## config.mk

```make
export PLATFORM = sky130hd
export DESIGN_NAME = plate_speed_and_length_meter_top
export DESIGN_NICKNAME = d
export VERILOG_FILES = /design/src/hw/rtl/pslm_pkg.sv /design/src/hw/rtl/plate_speed_and_length_meter_top.sv /design/src/hw/rtl/pslm_div.sv
export VERILOG_INCLUDE_DIRS = /design/src /design/src/hw/rtl
export SDC_FILE = /design/constraint.sdc
export NUM_CORES = 2
export LEC_CHECK = 0
export BUFFER_PORTS_ARGS = -buffer_cell sky130_fd_sc_hd__buf_2
export CAP_MARGIN = 40
export CORE_MARGIN = 8
export CORE_UTILIZATION = 60
export DETAILED_ROUTE_END_ITERATION = 10
export GPL_ROUTABILITY_DRIVEN = 0
export PLACE_DENSITY = 0.76
export SLEW_MARGIN = 20
export SYNTH_ARGS = -nofsm -noshare
export SYNTH_HDL_FRONTEND = slang
export SYNTH_HIERARCHICAL = 1
export SYNTH_SLANG_ARGS = --single-unit
```

## constraint.sdc

```tcl
create_clock -name clock -period 29.1 [get_ports clock]
set_input_delay 1.455 -clock clock [delete_from_list [all_inputs] [get_ports clock]]
set_output_delay 1.455 -clock clock [all_outputs]
set_load 0.01 [all_outputs]
```

## src/hw/rtl/plate_speed_and_length_meter_top_defines.svh

```systemverilog
// ---------------------------------------------------------------------------
// Plate meter assertion macros
// Shared concurrent assertion forms for the plate meter RTL.
// ---------------------------------------------------------------------------
`ifndef PLATE_SPEED_AND_LENGTH_METER_TOP_DEFINES_SVH
`define PLATE_SPEED_AND_LENGTH_METER_TOP_DEFINES_SVH

// antecedent implies consequent in the same cycle
`define PSLM_ASSERT_SAME(lbl, clk, rst, ante, cons) \
   lbl: assert property (@(posedge clk) disable iff (rst) (ante) |-> (cons)) \
      else $error("plate meter check failed");

// antecedent implies consequent in the next cycle
`define PSLM_ASSERT_NEXT(lbl, clk, rst, ante, cons) \
   lbl: assert property (@(posedge clk) disable iff (rst) (ante) |=> (cons)) \
      else $error("plate meter check failed");

`endif

```

## src/hw/rtl/pslm_pkg.sv

```systemverilog
// ---------------------------------------------------------------------------
// Plate meter package
// Shared constants, types and helper functions.
// ---------------------------------------------------------------------------
package pslm_pkg;

   localparam int COUNT_BITS_DEF = 16;
   localparam int DVSR_W         = 21;

   localparam logic [19:0] DLY_CAP = 20'd600000;
   localparam logic [19:0] LEN_MAX = 20'd1048575;
   localparam logic [23:0] SPD_NUM = 24'd15060000;
   localparam logic [14:0] RPM_MAX = 15'd32767;
   localparam int          SPD_ITERS = 24;

   localparam logic [2:0] CSR_TICK    = 3'd0;
   localparam logic [2:0] CSR_MFACT   = 3'd1;
   localparam logic [2:0] CSR_DEB     = 3'd2;
   localparam logic [2:0] CSR_TIMEOUT = 3'd3;
   localparam logic [2:0] CSR_MINPER  = 3'd4;
   localparam logic [2:0] CSR_MAXLEN  = 3'd5;

   typedef struct packed {
      logic              start;
      logic [DVSR_W-1:0] divisor;
   } div_ctl_type;

   typedef struct packed {
      logic busy;
      logic done;
   } div_sts_type;

   typedef struct packed {
      logic [19:0] tmr;
      logic        run;
      logic        store;
      logic [15:0] val;
   } dly_type;

   // x / 10 by reciprocal, exact for x < 655360
   function automatic logic [15:0] div10(logic [19:0] x);
      logic [39:0] p;
      p = x * 20'd838861;
      return p[38:23];
   endfunction

   function automatic dly_type dly_step(logic [19:0] tmr, logic run, logic start,
                                        logic edg, logic [6:0] tick);
      dly_type     r;
      logic [20:0] s;
      r.tmr   = tmr;
      r.run   = run;
      r.store = 1'b0;
      r.val   = '0;
      s = {1'b0, tmr} + 21'(tick);
      if (start && !run) begin
         r.run = 1'b1;
         r.tmr = '0;
      end else if (run) begin
         r.tmr = (s >= {1'b0, DLY_CAP}) ? DLY_CAP : s[19:0];
      end
      if (r.run && (edg || r.tmr >= DLY_CAP)) begin
         r.store = 1'b1;
         r.val   = div10(r.tmr);
         r.run   = 1'b0;
         r.tmr   = '0;
      end
      return r;
   endfunction

endpackage

```

## src/hw/rtl/plate_speed_and_length_meter_top.sv

```systemverilog
// ---------------------------------------------------------------------------
// Plate speed and length meter
// One item per control tick: drive pulse and plate sensor levels in; speed,
// motor rpm and last plate length out, one result item per input item.
//
// req_*: input items (tdata[0] pulse level, tdata[1] sensor level).
// rsp_*: result items; tuser flags a freshly measured length.
// csr_*: register writes (index, data), always ready; write only when idle.
// Timing: one item in flight. Tick state updates on accept, then a shared
// bit-serial divider runs for speed and then for rpm; rpm is skipped with a
// zero motor factor and both with an invalid period. A plate trailing edge
// adds the product, numerator, scale and sum steps and a length division.
// req_tready is high while the sequencer is idle; a finished result waits in
// the output register, so the next item is taken while rsp is stalled, and
// its own result waits until the register drains.
// Reset: synchronous; clears control, tick and hold state, loads register defaults.
// ---------------------------------------------------------------------------
`include "plate_speed_and_length_meter_top_defines.svh"

module plate_speed_and_length_meter_top import pslm_pkg::*; #(
   parameter int COUNT_BITS = COUNT_BITS_DEF
) (
   input  logic        clock,
   input  logic        reset,
   input  logic        req_tvalid,
   output logic        req_tready,
   input  logic [7:0]  req_tdata,   // pulse_level, sensor_level
   output logic        rsp_tvalid,
   input  logic        rsp_tready,
   output logic [55:0] rsp_tdata,   // speed_milli, motor_rpm, length_centi
   output logic        rsp_tuser,   // length_new
   input  logic        csr_valid,
   output logic        csr_ready,
   input  logic [2:0]  csr_index,
   input  logic [15:0] csr_data
);

   localparam int PROD_W = COUNT_BITS + 16;
   localparam int NUM_W  = COUNT_BITS + 17;
   localparam int SCL_W  = COUNT_BITS + 32;
   localparam int CNT_W  = $clog2(SCL_W + 1);
   localparam int SPD_SH = SCL_W - SPD_ITERS;

   localparam logic [3:0] ST_IDLE    = 4'd0;
   localparam logic [3:0] ST_SPD_GO  = 4'd1;
   localparam logic [3:0] ST_SPD_W   = 4'd2;
   localparam logic [3:0] ST_RPM_W   = 4'd3;
   localparam logic [3:0] ST_LEN_GO  = 4'd4;
   localparam logic [3:0] ST_LEN_NUM = 4'd5;
   localparam logic [3:0] ST_LEN_SCL = 4'd6;
   localparam logic [3:0] ST_LEN_SUM = 4'd7;
   localparam logic [3:0] ST_LEN_W   = 4'd8;
   localparam logic [3:0] ST_DONE    = 4'd9;

   // registers
   logic [6:0]  tick_ff;
   logic [15:0] mfact_ff;
   logic [9:0]  deb_ff;
   logic [15:0] timeout_ff;
   logic [9:0]  minper_ff;
   logic [13:0] maxlen_ff;

   // tick state
   logic                  pulse_prev_ff, pulse_prev_in;
   logic [15:0]           ptimer_ff, ptimer_in;
   logic [15:0]           period_ff, period_in;
   logic [13:0]           on_dly_ff, on_dly_in;
   logic [13:0]           off_dly_ff, off_dly_in;
   logic                  on_prev_ff, on_prev_in;
   logic                  off_prev_ff, off_prev_in;
   logic [19:0]           lead_tmr_ff, trail_tmr_ff;
   logic                  lead_run_ff, trail_run_ff;
   logic [15:0]           lead_dly_ff, lead_dly_in;
   logic [15:0]           trail_dly_ff, trail_dly_in;
   logic [COUNT_BITS-1:0] count_ff, count_in;
   logic                  cen_ff, cen_in;
   logic [14:0]           rpm_hold_ff;
   logic [19:0]           len_hold_ff;

   // sequencer
   logic [3:0]            state_ff, state_in;
   logic                  valid_ff, valid_in;
   logic                  fall_ff, fall_in;
   logic [COUNT_BITS-1:0] lcnt_ff;
   logic [15:0]           speed_ff;
   logic [PROD_W-1:0]     prod_ff;
   logic [NUM_W-1:0]      num_ff;
   logic                  neg_ff;
   logic [SCL_W-1:0]      sa_ff, sb_ff;
   logic                  rsp_valid_ff;
   logic [55:0]           rsp_data_ff;
   logic                  rsp_user_ff;

   logic        accept, pedge, sensor;
   logic [16:0] tsum;
   logic [15:0] tsat;
   logic [13:0] deb_cap;
   logic [14:0] dsum;
   logic        on_q, off_q, rise;
   dly_type     lead_r, trail_r;
   logic [20:0] per17;
   logic [20:0] max_centi;
   logic [NUM_W-1:0] pos, neg;

   div_ctl_type       div_ctl;
   div_sts_type       div_sts;
   logic [SCL_W-1:0]  div_dvd;
   logic [CNT_W-1:0]  div_iters;
   logic [SCL_W-1:0]  div_q;
   logic [DVSR_W-1:0] div_r;

   assign accept     = req_tvalid && req_tready;
   assign req_tready = (state_ff == ST_IDLE);
   assign csr_ready  = 1'b1;
   assign sensor     = req_tdata[1];
   assign per17      = {period_ff, 4'b0} + 21'(period_ff);
   assign max_centi  = 21'(maxlen_ff) * 21'd100;

   // per-tick state update
   always_comb begin
      pedge         = req_tdata[0] & ~pulse_prev_ff;
      pulse_prev_in = req_tdata[0];
      tsum          = {1'b0, ptimer_ff} + 17'(tick_ff);
      tsat          = (tsum >= {1'b0, timeout_ff}) ? timeout_ff : tsum[15:0];
      if (pedge) begin
         period_in = tsat;
         ptimer_in = '0;
      end else begin
         period_in = period_ff;
         ptimer_in = tsat;
      end
      if (tsat >= timeout_ff) period_in = '0;
      valid_in = (period_in != '0) && (period_in >= 16'(minper_ff));

      deb_cap    = 14'(deb_ff) * 14'd10;
      on_dly_in  = on_dly_ff;
      off_dly_in = off_dly_ff;
      if (sensor) begin
         dsum       = {1'b0, on_dly_ff} + 15'(tick_ff);
         on_dly_in  = (dsum >= {1'b0, deb_cap}) ? deb_cap : dsum[13:0];
         on_q       = on_dly_in >= deb_cap;
         off_dly_in = '0;
         off_q      = 1'b1;
      end else begin
         dsum      = {1'b0, off_dly_ff} + 15'(tick_ff);
         on_dly_in = '0;
         on_q      = 1'b0;
         if (off_prev_ff) begin
            off_dly_in = (dsum >= {1'b0, deb_cap}) ? deb_cap : dsum[13:0];
            off_q      = off_dly_in < deb_cap;
         end else begin
            off_q = 1'b0;
         end
      end
      rise        = on_q && !on_prev_ff;
      fall_in     = !off_q && off_prev_ff;
      on_prev_in  = on_q;
      off_prev_in = off_q;

      lead_r       = dly_step(lead_tmr_ff, lead_run_ff, rise, pedge, tick_ff);
      trail_r      = dly_step(trail_tmr_ff, trail_run_ff, fall_in, pedge, tick_ff);
      lead_dly_in  = lead_r.store ? lead_r.val : lead_dly_ff;
      trail_dly_in = trail_r.store ? trail_r.val : trail_dly_ff;

      cen_in   = cen_ff;
      count_in = count_ff;
      if (fall_in) cen_in = 1'b0;
      if (rise) begin
         cen_in   = 1'b1;
         count_in = '0;
      end
      if (!on_q && !off_q) cen_in = 1'b0;
      if (cen_in && pedge && count_in != {COUNT_BITS{1'b1}})
         count_in = count_in + 1'b1;
   end

   // sequencer and divider feed
   always_comb begin
      state_in          = state_ff;
      div_ctl.start     = 1'b0;
      div_ctl.divisor   = per17;
      div_dvd           = {SPD_NUM, {SPD_SH{1'b0}}};
      div_iters         = CNT_W'(SPD_ITERS);
      pos = NUM_W'(prod_ff) + (valid_ff ? NUM_W'({lead_dly_ff, 3'b0}) +
                                          NUM_W'({lead_dly_ff, 1'b0}) : '0);
      neg = valid_ff ? NUM_W'({trail_dly_ff, 3'b0}) + NUM_W'({trail_dly_ff, 1'b0}) : '0;
      unique case (state_ff)
         ST_IDLE:    if (accept) state_in = ST_SPD_GO;
         ST_SPD_GO: begin
            if (valid_ff) begin
               div_ctl.start = 1'b1;
               state_in      = ST_SPD_W;
            end else begin
               state_in = ST_LEN_GO;
            end
         end
         ST_SPD_W: begin
            if (div_sts.done) begin
               if (mfact_ff == '0) begin
                  state_in = ST_LEN_GO;
               end else begin
                  div_ctl.start   = 1'b1;
                  div_ctl.divisor = DVSR_W'(mfact_ff);
                  div_dvd         = {div_q[23:0], {SPD_SH{1'b0}}};
                  state_in        = ST_RPM_W;
               end
            end
         end
         ST_RPM_W:   if (div_sts.done) state_in = ST_LEN_GO;
         ST_LEN_GO:  state_in = fall_ff ? ST_LEN_NUM : ST_DONE;
         ST_LEN_NUM: state_in = ST_LEN_SCL;
         ST_LEN_SCL: state_in = ST_LEN_SUM;
         ST_LEN_SUM: begin
            div_ctl.start   = 1'b1;
            div_ctl.divisor = valid_ff ? per17 : DVSR_W'(17);
            div_dvd         = sa_ff + sb_ff;
            div_iters       = CNT_W'(SCL_W);
            state_in        = ST_LEN_W;
         end
         ST_LEN_W:   if (div_sts.done) state_in = ST_DONE;
         ST_DONE:    if (!rsp_valid_ff || rsp_tready) state_in = ST_IDLE;
         default:    state_in = ST_IDLE;
      endcase
   end

   pslm_div #(
      .DIV_W (SCL_W),
      .CNT_W (CNT_W)
   ) u_div (
      .clock     (clock),
      .reset     (reset),
      .ctl       (div_ctl),
      .dividend  (div_dvd),
      .iters     (div_iters),
      .sts       (div_sts),
      .quotient  (div_q),
      .remainder (div_r)
   );

   always_ff @(posedge clock) begin
      if (reset) begin
         tick_ff       <= 7'd10;
         mfact_ff      <= 16'd1000;
         deb_ff        <= 10'd100;
         timeout_ff    <= 16'd10000;
         minper_ff     <= 10'd50;
         maxlen_ff     <= 14'd3000;
         pulse_prev_ff <= 1'b0;
         ptimer_ff     <= '0;
         period_ff     <= '0;
         on_dly_ff     <= '0;
         off_dly_ff    <= '0;
         on_prev_ff    <= 1'b0;
         off_prev_ff   <= 1'b0;
         lead_tmr_ff   <= '0;
         trail_tmr_ff  <= '0;
         lead_run_ff   <= 1'b0;
         trail_run_ff  <= 1'b0;
         lead_dly_ff   <= '0;
         trail_dly_ff  <= '0;
         count_ff      <= '0;
         cen_ff        <= 1'b0;
         rpm_hold_ff   <= '0;
         len_hold_ff   <= '0;
         state_ff      <= ST_IDLE;
         rsp_valid_ff  <= 1'b0;
      end else begin
         state_ff <= state_in;
         if (csr_valid) begin
            unique case (csr_index)
               CSR_TICK:    tick_ff    <= csr_data[6:0];
               CSR_MFACT:   mfact_ff   <= csr_data;
               CSR_DEB:     deb_ff     <= csr_data[9:0];
               CSR_TIMEOUT: timeout_ff <= csr_data;
               CSR_MINPER:  minper_ff  <= csr_data[9:0];
               CSR_MAXLEN:  maxlen_ff  <= csr_data[13:0];
               default: ;
            endcase
         end
         if (accept) begin
            pulse_prev_ff <= pulse_prev_in;
            ptimer_ff     <= ptimer_in;
            period_ff     <= period_in;
            on_dly_ff     <= on_dly_in;
            off_dly_ff    <= off_dly_in;
            on_prev_ff    <= on_prev_in;
            off_prev_ff   <= off_prev_in;
            lead_tmr_ff   <= lead_r.tmr;
            lead_run_ff   <= lead_r.run;
            trail_tmr_ff  <= trail_r.tmr;
            trail_run_ff  <= trail_r.run;
            lead_dly_ff   <= lead_dly_in;
            trail_dly_ff  <= trail_dly_in;
            count_ff      <= count_in;
            cen_ff        <= cen_in;
         end
         if (state_ff == ST_SPD_W && div_sts.done && mfact_ff == '0)
            rpm_hold_ff <= RPM_MAX;
         if (state_ff == ST_RPM_W && div_sts.done)
            rpm_hold_ff <= (div_q > SCL_W'(RPM_MAX)) ? RPM_MAX : div_q[14:0];
         if (state_ff == ST_LEN_W && div_sts.done) begin
            if (neg_ff || div_q > SCL_W'(max_centi) || div_q > SCL_W'(LEN_MAX) ||
                (div_q == SCL_W'(max_centi) && div_r != '0))
               len_hold_ff <= '0;
            else
               len_hold_ff <= div_q[19:0];
         end
         if (state_ff == ST_DONE && (!rsp_valid_ff || rsp_tready))
            rsp_valid_ff <= 1'b1;
         else if (rsp_tready)
            rsp_valid_ff <= 1'b0;
      end

      if (accept) begin
         valid_ff <= valid_in;
         fall_ff  <= fall_in;
         lcnt_ff  <= count_ff;
         speed_ff <= '0;
      end
      if (state_ff == ST_SPD_W && div_sts.done) begin
         speed_ff <= (div_q > SCL_W'(16'hFFFF)) ? 16'hFFFF : div_q[15:0];
      end
      if (state_ff == ST_LEN_GO)
         prod_ff <= valid_ff ? PROD_W'(lcnt_ff) * PROD_W'(period_ff) : PROD_W'(lcnt_ff);
      if (state_ff == ST_LEN_NUM) begin
         neg_ff <= pos < neg;
         num_ff <= pos - neg;
      end
      if (state_ff == ST_LEN_SCL) begin
         sa_ff <= (SCL_W'(num_ff) << 14) + (SCL_W'(num_ff) << 13);
         sb_ff <= (SCL_W'(num_ff) << 9) + (SCL_W'(num_ff) << 3) + (SCL_W'(num_ff) << 2);
      end
      if (state_ff == ST_DONE && (!rsp_valid_ff || rsp_tready)) begin
         rsp_data_ff <= {5'b0, len_hold_ff, rpm_hold_ff, speed_ff};
         rsp_user_ff <= fall_ff;
      end
   end

   assign rsp_tvalid = rsp_valid_ff;
   assign rsp_tdata  = rsp_data_ff;
   assign rsp_tuser  = rsp_user_ff;

   `PSLM_ASSERT_SAME(a_div_no_restart, clock, reset, div_ctl.start, !div_sts.busy)
   `PSLM_ASSERT_NEXT(a_one_in_flight, clock, reset, accept, !req_tready)
   `PSLM_ASSERT_SAME(a_speed_invalid, clock, reset, state_ff == ST_DONE && !valid_ff, speed_ff == '0)

endmodule

```

## src/hw/rtl/pslm_div.sv

```systemverilog
// ---------------------------------------------------------------------------
// Plate meter serial divider
// Restoring divider, one quotient bit per cycle, dividend top-aligned.
// ---------------------------------------------------------------------------
module pslm_div import pslm_pkg::*; #(
   parameter int DIV_W = COUNT_BITS_DEF + 32,
   parameter int CNT_W = $clog2(COUNT_BITS_DEF + 33)
) (
   input  logic              clock,
   input  logic              reset,
   input  div_ctl_type       ctl,
   input  logic [DIV_W-1:0]  dividend,
   input  logic [CNT_W-1:0]  iters,
   output div_sts_type       sts,
   output logic [DIV_W-1:0]  quotient,
   output logic [DVSR_W-1:0] remainder
);

   logic              busy_ff, busy_in;
   logic              done_ff, done_in;
   logic [CNT_W-1:0]  cnt_ff, cnt_in;
   logic [DIV_W-1:0]  num_ff, num_in;
   logic [DVSR_W-1:0] rem_ff, rem_in;
   logic [DVSR_W-1:0] dvsr_ff, dvsr_in;
   logic [DVSR_W:0]   trial;
   logic              ge;

   always_comb begin
      trial   = {rem_ff, num_ff[DIV_W-1]};
      ge      = trial >= {1'b0, dvsr_ff};
      busy_in = busy_ff;
      done_in = 1'b0;
      cnt_in  = cnt_ff;
      num_in  = num_ff;
      rem_in  = rem_ff;
      dvsr_in = dvsr_ff;
      if (ctl.start) begin
         busy_in = 1'b1;
         cnt_in  = iters;
         num_in  = dividend;
         rem_in  = '0;
         dvsr_in = ctl.divisor;
      end else if (busy_ff) begin
         rem_in = ge ? DVSR_W'(trial - {1'b0, dvsr_ff}) : trial[DVSR_W-1:0];
         num_in = {num_ff[DIV_W-2:0], ge};
         cnt_in = cnt_ff - 1'b1;
         if (cnt_ff == CNT_W'(1)) begin
            busy_in = 1'b0;
            done_in = 1'b1;
         end
      end
   end

   always_ff @(posedge clock) begin
      if (reset) begin
         busy_ff <= 1'b0;
         done_ff <= 1'b0;
      end else begin
         busy_ff <= busy_in;
         done_ff <= done_in;
      end
      cnt_ff  <= cnt_in;
      num_ff  <= num_in;
      rem_ff  <= rem_in;
      dvsr_ff <= dvsr_in;
   end

   assign sts.busy  = busy_ff;
   assign sts.done  = done_ff;
   assign quotient  = num_ff;
   assign remainder = rem_ff;

endmodule

```

=== Word level (Yosys, flattened, before mapping) ===
Cells that the tools add are included.

* Register bits: 613
* Output and inout port bits: 60
* Word-level logic and storage cells: 224

* Add/sub/neg operators: 17
* $mul: 5
* Magnitude comparators: 17
* Eq/ne operators: 22
* Mux-type cells: 67
* Bitwise operators: 3
* Reduce and logical (&&, ||, !) cells: 50

{| class="wikitable"
|+ Operators by type and width
! operator !! count
|-
| 48-bit two-way mux || 4
|-
| 20-bit two-way mux || 9
|-
| 16-bit two-way mux || 10
|-
| 48-bit case mux with 2 select lines || 1
|-
| 20-bit by 20-bit multiplier with 39-bit output, second input constant || 2
|-
| 38-bit two-way mux || 2
|-
| 14-bit two-way mux || 5
|-
| 47-bit by 46-bit adder with 48-bit output || 1
|-
| 48-bit adder || 1
|-
| 48-bit by 21-bit == test with 1-bit output || 1
|-
| 48-bit by 15-bit > comparator with 1-bit output, second input constant || 1
|-
| 48-bit by 16-bit > comparator with 1-bit output, second input constant || 1
|-
| 48-bit by 20-bit > comparator with 1-bit output, second input constant || 1
|-
| 48-bit by 21-bit > comparator with 1-bit output || 1
|-
| 15-bit two-way mux || 3
|-
| 43-bit by 35-bit adder with 44-bit output || 1
|-
| 22-bit two-way mux || 2
|-
| 42-bit by 36-bit adder with 43-bit output || 1
|-
| 20-bit by 7-bit adder with 21-bit output || 2
|-
| 21-bit by 20-bit greater-or-equal comparator with 1-bit output, second input constant || 2
|-
| 21-bit two-way mux || 2
|-
| 21-bit case mux with 2 select lines || 1
|-
| 19-bit by 17-bit adder with 20-bit output || 2
|-
| 20-bit greater-or-equal comparator, second input constant || 2
|-
| other kinds (49) || 123
|}

=== Depth between registers and ports, before layout ===
* Word-level depth: 15
* Gate-level depth with buffers: 63
* Gate-level depth less buffers: 60

=== Cells and area by module ===
The synthesis kept the hierarchy.

{| class="wikitable"
|+ Modules (own cells, without submodules)
! module !! instances !! cells an instance !! area an instance (µm²) !! seq. area each (µm²)
|-
| plate_speed_and_length_meter_top || 1 || 6254 || 57014.7 || 12101.6
|-
| pslm_div || 1 || 467 || 5341.4 || 2712.6
|}

=== Worst setup path before layout ===
Ideal clock, no wire load.

* Path type: flip-flop to flip-flop
* Start: register tick_ff[1]
* End: register lead_dly_ff[6]
* Arrival time: 12.621 ns
* Data required time: 28.975 ns
* Setup slack: 16.354 ns
* Stages on the path, launching flop included: 59
* Path buffers: 2
* Period minus slack after synthesis: 12.746 ns
* Cells stage by stage: dfxtp_1 -> ha_1 -> a21o_1 -> a21oi_1 -> o21bai_1 -> a21oi_1 -> o21bai_1 -> a21oi_1 -> nor2_1 -> xor2_1 -> ha_1 -> o2111ai_1 -> a31oi_1 -> a211o_1 -> a31oi_1 -> a221oi_1 -> nor4b_1 -> clkbuf_1 -> [... 23 more ...] -> fa_1 -> inv_1 -> ha_1 -> a21o_1 -> a21o_1 -> a21o_1 -> a21o_1 -> a21o_1 -> a21o_1 -> a21o_1 -> a21o_1 -> a21oi_1 -> o21a_1 -> o41ai_1 -> a311o_1 -> a21oi_1 -> xor2_1 -> o21ai_0

* Cells in the longest elaborated chain, start to end: 13
* Elaborated cells on any way between the ends: 19
* Classes of those cells: 2 x add/sub; 1 x mul; 4 x order compare; 7 x mux; 5 x reduce/logical

{| class="wikitable"
|+ Ends and longest elaborated chain
! item !! line !! source
|-
| start, declared || plate_speed_and_length_meter_top.sv:56 || <nowiki>logic [6:0] tick_ff;</nowiki>
|-
| start signal, assigned || plate_speed_and_length_meter_top.sv:271 || <nowiki>CSR_TICK: tick_ff <= csr_data[6:0];</nowiki>
|-
| branches (longest 11 deep; another with 20-bit by 20-bit multiplier with 39-bit output) || n/a ||
|-
| 38-bit two-way mux (*) || pslm_pkg.sv:62 || <nowiki>if (r.run && (edg || r.tmr >= DLY_CAP)) begin</nowiki>
|-
| 2-bit AND reduction (no source line) || n/a ||
|-
| end signal, assigned || plate_speed_and_length_meter_top.sv:292 || <nowiki>lead_dly_ff <= lead_dly_in;</nowiki>
|-
| end, declared || plate_speed_and_length_meter_top.sv:73 || <nowiki>logic [15:0] lead_dly_ff, lead_dly_in;</nowiki>
|}

Every way passes the cells marked *.
A chain may end at the register's enable or synchronous reset.

=== Worst setup path after layout ===
Same ends and word-level chain as after synthesis.

==> impl_metrics.json <==
{
  "initial_core_util_pct": 60.3,
  "yosys_warnings": 6,
  "grt_max_degree": 76,
  "r2r_start": "tick_ff[1]",
  "syn2layout_area_growth_pct": 7.19,
  "die-area_mm2": 0.114,
  "hold_class": "flop to flop",
  "rrSetupSlack_ns": 14.70,
  "p_per_area_mw_per_mm2": 46.2,
  "die_h_um": 338,
  "cts_resized": 0,
  "max_clock_freq_mhz": 69.5,
  "synth_area_mm2": 0.0623,
  "critPathMaxStageDelay_ns": 0.77,
  "cts_buffers": 67,
  "port_buffers": 79,
  "tns_ns": 0,
  "final_area_mm2": 0.0668,
  "std_cell_rows": 118,
  "criticalPathCategory": "flop to flop",
  "worstRegToRegCells": 56,
  "drive_gt1_share_pct": 6.48,
  "hold_buffers": 0,
  "cts.sinks": 590,
  "antenna_found_initial": 4,
  "hold_viol": 0,
  "setup_viol": 0,
  "critPathCaptureType": "flop",
  "outcome": "finished, final reports clean",
  "first_pass_iters": 8,
  "critPathBufInv": 4,
  "first_iter_violations": 3853,
  "finalCriticalPeriod_ns": 14.40,
  "grt_first_pass_wirelength_um": 254000,
  "worst_slew_pin_slew_ns": 0.899,
  "root_buffer": "clkbuf_16",
  "layout_common_cells": "ha_1 (917), inv_1 (852), nand2_1 (655), fa_1 (506), nor2_1 (390)",
  "multi_input_area_mm2": 0.0435,
  "nFillCells": 8329,
  "min_from": "prod_ff[0]",
  "worst_slack_ns": 14.70,
  "grt_pass1_vias": 48666,
  "ir_drop_uv": 52.3,
  "wl_per_cell_um": 19.0,
  "drv_cap": 0,
  "final_common_cell": "ha_1",
  "dp_hpwl_um": 123000,
  "critical_path.top_delay_family": "compound AO/OA/AOI/OAI gates",
  "core_mm2": 0.103,
  "vias": 48595,
  "drv_slew": 0,
  "wl_um": 156000,
  "placed_area_mm2": 0.0643,
  "path_clk_slew_ns": 0.06,
  "cp_common_cell": "a21o_1",
  "leakage_nw": 32.6,
  "min_to": "num_ff[0]",
  "htree_levels": 3,
  "period_share_pct": 49.5,
  "slew_headroom_pct": 40.1,
  "cp.arrival_ns": 14.89,
  "clock_skew_ns": 0.0419,
  "drc": 0,
  "cts_setup_buffers": 0,
  "seqCellArea_mm2": 0.0148,
  "worstSkewPairLatency_ns": 0.63,
  "cts_tree": "built",
  "crit_path_top_delay_cell": "dfxtp_1",
  "die_x_um": 338,
  "hold_depth": 0,
  "start_kind": "flop",
  "nets": 8205,
  "rsz0062_at_grt": "no",
  "reg2reg_to": "lead_dly_ff[6]",
  "boundaryPins": 92,
  "avgSynthCellArea_um2": 9.28,
  "dp_slack_ns": 14.63,
  "cp.depth": 56,
  "worstPathMaxFanout": 27,
  "via_per_inst": 5.94,
  "track_usage_pct": 26.7,
  "crit_required_ns": 29.59,
  "ant_nets": 0,
  "cts.path.max_buffers": 3,
  "grt_overflow": 0,
  "synthCells": 6720
}
power breakdown:
group          internal, mW  leakage (nW)  switching, mW
sequential             1.01          5.15          0.143
clock                 0.553          1.14          0.368
combinational         0.396          26.3          0.614
flip-flops by register name, indices dropped and copies added (netlist names), 20 cells and up:
name and cells:
u_div/dvsr_ff 21, num_ff 33, lead_tmr_ff 20, rsp_tdata 51, u_div/remainder 21, len_hold_ff 20
sb_ff 41, sa_ff 32, u_div/quotient 48, trail_tmr_ff 20, prod_ff 32
metal layers:
layer	up-vias	share of wire, %	GRT usage [%]
met5	-	0	0
met4	0	3.6	9.75
met3	318	6.8	4.21
met2	1644	47	44.4
met1	23485	42	35.2
li1	23148	-	-
how the worst max path moves through the flow:
| stage | from | to | slack [ns] |
|---|---|---|---|
| detailed placement | tick_ff[1] | trail_dly_ff[5] | 14.63 |
| finish | tick_ff[1] | lead_dly_ff[6] | 14.70 |
| global placement | tick_ff[1] | trail_dly_ff[5] | 14.20 |
| global route | tick_ff[1] | trail_dly_ff[5] | 13.80 |
| CTS | tick_ff[1] | trail_dly_ff[5] | 14.58 |
| floorplan | tick_ff[1] | lead_dly_ff[6] | 16.35 |
cell type report:
class | count | area share [%]
Clock buffer | 85 | 2.76
Inverter | 857 | 4.81
Sequential cell | 590 | 22.2
Multi-Input combinational cell | 5071 | 65.2
Antenna cell | 4 | 0.0150
Timing Repair Buffer | 163 | 1.70
Clock inverter | 37 | 0.799
Tap cell | 1380 | 2.58
stage by stage:
| step | total power [mW] | instances | hold WS [ns] | utilization [%] |
|---|---|---|---|---|
| 2_1_floorplan | 1.87 | 6730 | 0.400 | - |
| 3_3_place_gp | 2.12 | 8033 | 0.401 | 62.0 |
| 4_1_cts | 3.08 | 8176 | 0.417 | 64.5 |
| 5_1_grt | 3.25 | 8187 | 0.425 | 64.7 |
| 3_5_place_dp | 2.15 | 8054 | 0.405 | 62.2 |
| 6_report | 3.09 | 8187 | 0.413 | 64.7 |
Note: power is estimated with default switching activity, not from simulation.
